<file path="src/sv/ttrc_pkg.sv">
package ttrc_pkg;

  localparam int unsigned TermW = 16;
  localparam int unsigned PosW = 8;
  localparam int unsigned ByteW = 8;
  localparam int unsigned ProdW = 25;

  localparam logic [TermW-1:0] PrevInit = 16'd1;
  localparam logic [TermW-1:0] CurrInit = 16'd0;
  localparam logic [PosW-1:0] PosInit = 8'd0;
  localparam logic [PosW-1:0] PosFirst = 8'd1;
  localparam logic [TermW-1:0] FirstOffset = 16'd7;
  localparam logic [TermW-1:0] ModMax = 16'hFFFF;

  // recurrence state carried from byte to byte
  typedef struct packed {
    logic [TermW-1:0] prev;
    logic [TermW-1:0] curr;
    logic [PosW-1:0] pos;
    logic started;
  } state_t;

  // 17 * pos mod 256
  function automatic logic [PosW-1:0] alpha_of(input logic [PosW-1:0] pos);
    logic [PosW-1:0] sh;
    sh = pos << 4;
    return sh + pos;
  endfunction

  // 31 * pos mod 256
  function automatic logic [PosW-1:0] beta_of(input logic [PosW-1:0] pos);
    logic [PosW-1:0] sh;
    sh = pos << 5;
    return sh - pos;
  endfunction

  // v mod 65535 by end-around folding, since 2^16 is 1 mod 65535
  function automatic logic [TermW-1:0] mod_fold(input logic [ProdW-1:0] v);
    logic [TermW:0] s1;
    logic [TermW:0] s2;
    s1 = {8'd0, v[ProdW-1:TermW]} + {1'b0, v[TermW-1:0]};
    s2 = {16'd0, s1[TermW]} + {1'b0, s1[TermW-1:0]};
    return (s2[TermW-1:0] == ModMax) ? '0 : s2[TermW-1:0];
  endfunction

endpackage

</file>
<file path="src/sv/ttrc_step.sv">
module ttrc_step (
  input  logic [ttrc_pkg::ByteW-1:0] data_byte,
  input  ttrc_pkg::state_t           cur_state,
  output ttrc_pkg::state_t           nxt_state
);

  logic [ttrc_pkg::PosW-1:0]  alpha;
  logic [ttrc_pkg::PosW-1:0]  beta;
  logic [ttrc_pkg::ByteW:0]   factor;
  logic [ttrc_pkg::ProdW-1:0] x;
  logic [ttrc_pkg::ProdW-1:0] y;
  logic [ttrc_pkg::ProdW-1:0] diff;
  logic [ttrc_pkg::TermW-1:0] folded;
  logic [ttrc_pkg::TermW-1:0] new_term;
  logic                       under;

  // coefficients from the byte index
  assign alpha = ttrc_pkg::alpha_of(cur_state.pos);
  assign beta  = ttrc_pkg::beta_of(cur_state.pos);

  // the two products
  assign factor = {1'b0, data_byte} + {1'b0, alpha};
  assign x = {16'd0, factor} * {9'd0, cur_state.curr};
  assign y = {17'd0, beta} * {9'd0, cur_state.prev};

  // difference with the 64-bit wrap: a negative -d gives -(d-1) mod 65535
  assign under = x < y;
  assign diff  = under ? (y - x - 25'd1) : (x - y);
  assign folded = ttrc_pkg::mod_fold(diff);
  assign new_term = (under && folded != '0) ? ~folded : folded;

  // first byte loads the seed terms, later bytes shift the terms along
  always_comb begin
    if (!cur_state.started) begin
      nxt_state.prev    = ttrc_pkg::PrevInit;
      nxt_state.curr    = {8'd0, data_byte} + ttrc_pkg::FirstOffset;
      nxt_state.pos     = ttrc_pkg::PosFirst;
      nxt_state.started = 1'b1;
    end else begin
      nxt_state.prev    = cur_state.curr;
      nxt_state.curr    = new_term;
      nxt_state.pos     = cur_state.pos + 8'd1;
      nxt_state.started = 1'b1;
    end
  end

endmodule

</file>
<file path="src/sv/three_term_recurrence_checksum.sv">
// Three-term recurrence checksum over a byte stream.
// Input channel: in_valid/in_ready with data_byte and last; one byte per item,
// last marks the final byte of a message. Output channel: out_valid/out_ready
// with checksum, one item per message, sent after its last byte.
// Path: a byte taken sits in the input register; as it moves on, it updates
// the recurrence terms and, for a last byte, loads the result register that
// offers checksum. Throughput: one byte per cycle unless a last byte waits for
// room in the result register, set by the combinational term update (two
// small products, a subtract and a fold mod 65535) that feeds itself.
// Stall: while a result waits in the result register, bytes that are not last
// keep flowing; a last byte holds in the input register until the result is
// taken, and input ready drops only then.
// Reset (rst, synchronous): empties both registers and rearms the recurrence
// with prev = 1, cur = 0, index 0. After each last byte the block rearms.
module three_term_recurrence_checksum (
  input  logic                       clk,
  input  logic                       rst,
  input  logic                       in_valid,
  output logic                       in_ready,
  input  logic [ttrc_pkg::ByteW-1:0] data_byte,
  input  logic                       last,
  output logic                       out_valid,
  input  logic                       out_ready,
  output logic [ttrc_pkg::TermW-1:0] checksum
);

  logic                       s1_valid;
  logic [ttrc_pkg::ByteW-1:0] s1_byte;
  logic                       s1_last;
  logic                       s1_fire;
  logic                       out_free;
  ttrc_pkg::state_t           st;
  ttrc_pkg::state_t           st_next;

  // a last byte needs room in the result register
  assign out_free = !out_valid || out_ready;
  assign s1_fire  = s1_valid && (!s1_last || out_free);
  assign in_ready = !s1_valid || s1_fire;

  // input register
  always_ff @(posedge clk) begin
    if (rst) begin
      s1_valid <= 1'b0;
    end else if (in_ready) begin
      s1_valid <= in_valid;
    end
  end

  always_ff @(posedge clk) begin
    if (in_valid && in_ready) begin
      s1_byte <= data_byte;
      s1_last <= last;
    end
  end

  ttrc_step u_step (
    .data_byte (s1_byte),
    .cur_state (st),
    .nxt_state (st_next)
  );

  // recurrence state, rearmed after a last byte
  always_ff @(posedge clk) begin
    if (rst) begin
      st.prev    <= ttrc_pkg::PrevInit;
      st.curr    <= ttrc_pkg::CurrInit;
      st.pos     <= ttrc_pkg::PosInit;
      st.started <= 1'b0;
    end else if (s1_fire) begin
      if (s1_last) begin
        st.prev    <= ttrc_pkg::PrevInit;
        st.curr    <= ttrc_pkg::CurrInit;
        st.pos     <= ttrc_pkg::PosInit;
        st.started <= 1'b0;
      end else begin
        st <= st_next;
      end
    end
  end

  // result register
  always_ff @(posedge clk) begin
    if (rst) begin
      out_valid <= 1'b0;
    end else if (s1_fire && s1_last) begin
      out_valid <= 1'b1;
    end else if (out_ready) begin
      out_valid <= 1'b0;
    end
  end

  always_ff @(posedge clk) begin
    if (s1_fire && s1_last) begin
      checksum <= st_next.curr;
    end
  end

  // a finished message leaves the recurrence rearmed
  a_rearm: assert property (@(posedge clk) disable iff (rst)
    (s1_fire && s1_last) |=> (!st.started && st.pos == ttrc_pkg::PosInit
                              && st.prev == ttrc_pkg::PrevInit))
    else $error("recurrence not rearmed after last byte");

  // terms stay reduced below the modulus
  a_curr_range: assert property (@(posedge clk) disable iff (rst)
    st.curr != ttrc_pkg::ModMax)
    else $error("current term out of range");

  // an idle recurrence holds its seed values
  a_idle_seed: assert property (@(posedge clk) disable iff (rst)
    !st.started |-> (st.pos == ttrc_pkg::PosInit && st.prev == ttrc_pkg::PrevInit))
    else $error("idle recurrence lost its seed");

  // a pending result is never overwritten by a new last byte
  a_no_overwrite: assert property (@(posedge clk) disable iff (rst)
    (out_valid && !out_ready) |-> !(s1_fire && s1_last))
    else $error("result overwritten while stalled");

  // offered results are reduced
  a_out_range: assert property (@(posedge clk) disable iff (rst)
    out_valid |-> checksum != ttrc_pkg::ModMax)
    else $error("checksum out of range");

endmodule

</file>
<file path="config.mk">
export PLATFORM = sky130hd
export DESIGN_NAME = three_term_recurrence_checksum
export DESIGN_NICKNAME = d
export VERILOG_FILES = /design/src/sv/ttrc_pkg.sv /design/src/sv/ttrc_step.sv /design/src/sv/three_term_recurrence_checksum.sv
export SDC_FILE = /design/constraint.sdc
export NUM_CORES = 1
export LEC_CHECK = 0
export ABC_CLOCK_PERIOD_IN_PS = 34500
export BUFFER_PORTS_ARGS = -buffer_cell sky130_fd_sc_hd__buf_2
export CAP_MARGIN = 40
export CORE_MARGIN = 3
export CORE_UTILIZATION = 32
export CTS_BUF_LIST = sky130_fd_sc_hd__clkbuf_2 sky130_fd_sc_hd__clkbuf_4 sky130_fd_sc_hd__clkbuf_8
export DETAILED_ROUTE_END_ITERATION = 10
export GPL_TIMING_DRIVEN = 0
export PLACE_DENSITY_LB_ADDON = 0.05
export SETUP_SLACK_MARGIN = 0.3
export SYNTH_ARGS = -nofsm -noshare
export SYNTH_HDL_FRONTEND = slang
export SYNTH_SLANG_ARGS = --single-unit
</file>
<file path="constraint.sdc">
create_clock -name clk -period 34.5 [get_ports clk]
set_input_delay 5.175 -clock clk [delete_from_list [all_inputs] [get_ports clk]]
set_output_delay 5.175 -clock clk [all_outputs]
set_load 0.005 [all_outputs]
</file>
==> results_dict.tcl <==
set metrics [dict create \
    vias_per_cell 4.99 \
    number_of_core_rows 79 \
    clock-root-buffer "clkbuf_8" \
    final_core_occ 0.351 \
    place_inst 2476 \
    number_of_nets_in_the_layout 2243 \
    cts_hold_buf 0 \
    multiInputGateArea_um2 12100 \
    wire_length_of_the_first_global_routing_pass_um 73600 \
    ys_types 78 \
    die_width_um 224 \
    drt-wirelength-per-cell_um 19.0 \
    timing.max_cap.violations 0 \
    crit_buf_inv 11 \
    worstRegToRegCells 57 \
    floorplan.initialDensity 0.325 \
    synth.net_count 2189 \
    synth_common_cells "inv_1 (286), nand2_1 (188), fa_1 (187)" \
    max_clock_freq_ghz 0.0552 \
    worst_r2r_startpoint "st[1]" \
    fin_setup_tns_ns 0 \
    hold_path_startpoint "st[20]" \
    postSynthRegisterBits 68 \
    dp_hpwl_um 40400 \
    globalplace.congestion 0.846 \
    setup_buffers_after_cts 0 \
    tightest_slew_ns 0.844 \
    detail_route.drc_violations 0 \
    whs_endpoint "st[20]" \
    setup_repair_after_global_routing_missed_its_margin "false" \
    critical_path_required_ns 34.56 \
    fp.dieArea_um2 50000 \
    grt_max_degree 12 \
    final_period_minus_worst_setup_slack_ns 18.12 \
    area_share_of_the_largest_cell_type_after_synthesis 0.247 \
    final-hold-violation-count 0 \
    die_y_um 224 \
    netlist_top_cells_area "fa_1 (25%), ha_1 (13%), inv_1 (7.1%), and2_1 (6.2%), dfxtp_1 (5.7%)" \
    first_pass_iters 5 \
    largest_fanout_on_the_critical_path 10 \
    fill_cells 5014 \
    grt-ovfl-total 0 \
    route.antenna.remaining_nets 0 \
    synth_top_area_cell "fa_1" \
    holdCritPathClass "reg2reg" \
    htree_levels 3 \
    timing.reg2reg.setup_slack_ns 16.38 \
    period_share 0.525 \
    postcts_resize_cnt 0 \
    timing.max_slew.rel_slack 0.433 \
    max_stage_delay_ns 0.67 \
    post_synthesis_instance_area_um2 15100 \
    tritoncts_clock_tree "built" \
    yosysSeqAreaShare 0.106 \
    layout-area-overhead-vs-synth_pct 8.19 \
    core_um2 46700 \
    setup.worst_path.end_class "register" \
    seqCellArea_um2 1610 \
    portBuffers 30 \
    synth-edff-count 25 \
    global_route.usage.total 0.189 \
    synth.avg_cell_area_um2 8.29 \
    cp_top_family "compound AO/OA/AOI/OAI gates" \
    setup-violations-final 0 \
    floorplan.io_pins 31 \
    antenna_found_initial 0 \
    routed_wirelength_um 47300 \
    layoutNonFillerInstCount 2493 \
    timing.critical_path.slowest_stage_cell "xor2_1" \
    critical_path_class "reg2reg" \
    report.final.slew_viol_count 0 \
    numClockSinks 68 \
    timing.hold.worst_path_depth 2 \
    clk_pin_slew_ns 0.08 \
    timing.rr.end "checksum[0]" \
    final_area_um2 16400 \
    grt_pass1_vias 12500 \
    vias 12400 \
    worst_setup_path_start_kind "register" \
    postSynth.asyncResetShare 0 \
    postSynthCellCount 1826 \
    clockBufferDepth 2 \
    postSynth.topFlopCell "dfxtp_1" \
    synthesis.yosys.warnings 0 \
    insertion_delay_ns 0.37 \
    cts_inserted_buffers 9 \
    run_status "completed" \
    synth.most_common_cell "inv_1" \
    cpMostUsedCell "a21oi_1" \
    detail_route.iter0.violations 678 \
    arrival_ns 18.18 \
    largest_clock_skew_in_the_final_design_ns 0.0137 \
    placed_area_um2 16200 \
    layout-drive-gt1-share 0.0488 \
]
==> stage by stage <==
| stage | hold WS, ns | setup WS, ns |
|---|---|---|
| 2_1_floorplan | 0.434 | 20.91 |
| 3_3_place_gp | 0.458 | 15.99 |
| 3_5_place_dp | 0.461 | 16.44 |
| 4_1_cts | 0.484 | 16.36 |
| 5_1_grt | 0.497 | 15.15 |
| 6_report | 0.483 | 16.38 |
==> final cells by class <==
| type | count | area share |
|---|---|---|
| tap | 607 | 0.0464 |
| timing repair buffer | 43 | 0.0153 |
| clock buffer | 14 | 0.0102 |
| clock inverter | 2 | 0.00367 |
| multi-input combinational | 1391 | 0.741 |
| inverter | 286 | 0.0655 |
| sequential | 68 | 0.0984 |
| antenna | 1 | 0.000153 |
| buffer | 81 | 0.0197 |
==> how the worst max path moves through the flow <==
stage | startpoint | endpoint | slack, ns | cells past startpoint
after detailed placement | st[1] | checksum[0] | 16.44 | 57
after global placement | st[1] | checksum[0] | 15.99 | 54
final | st[1] | checksum[0] | 16.38 | 57
after floorplan | st[1] | st[11] | 20.91 | 57
after CTS | st[1] | checksum[0] | 16.36 | 57
after global routing | st[1] | checksum[7] | 15.15 | 57
==> per-layer routing <==
| layer | global-route usage | wire length, um |
|---|---|---|
| met1 | 0.280 | 23700 |
| met2 | 0.313 | 21900 |
| met3 | 0.00996 | 1130 |
| met4 | 0.0264 | 550 |
| met5 | 0 | 0 |
==> tightest hold or removal path, stage by stage, from the launching register on <==
cell and delay (ns):
dfxtp_1 0.34, a32oi_1 0.05, o21ai_0 0.06
==> cells by family (layout without fill, tap and decap cells) <==
logic type / after synthesis / in the layout / synth area share
xor gates and xnor gates: 116 / 116 / 0.0671
adders and majority gates: 350 / 350 / 0.382
and+or+nand+nor: 576 / 576 / 0.192
muxes: 11 / 11 / 0.00859
DFF: 68 / 68 / 0.106
AOI/OAI and AO/OA: 338 / 338 / 0.152
buffers and inverters: 367 / 426 / 0.0922
other: 0 / 1 / 0
==> layout by cell type (no fill, tap or decap), drive strengths merged, types with 10 or more instances in the layout <==
cell    count
a21o       38
o21ai      41
o211ai     11
nor2b      14
o22ai      12
fa        187
and2      152
a21oi      87
o31ai      10
xor2       39
inv       286
o21bai     29
nor2       93
o21a       11
nand3      21
edfxtp     25
a22oi      18
ha        163
nor3       25
a31oi      14
nand2b     18
buf        51
xnor2      77
a211oi     14
nand2     188
dfxtp      43
clkbuf     87
and3       14
==> flip-flops by register name, summed over array words and instances, names as in the netlist <==
| register | cells |
|---|---|
| s1_last | 1 |
| s1_valid | 1 |
| s1_byte | 8 |
| out_valid | 1 |
| checksum | 16 |
| st | 41 |
Power is left out: the tool's default activity adds up to more than one toggle a clock period on the data nets, which glitch-free logic cannot reach.
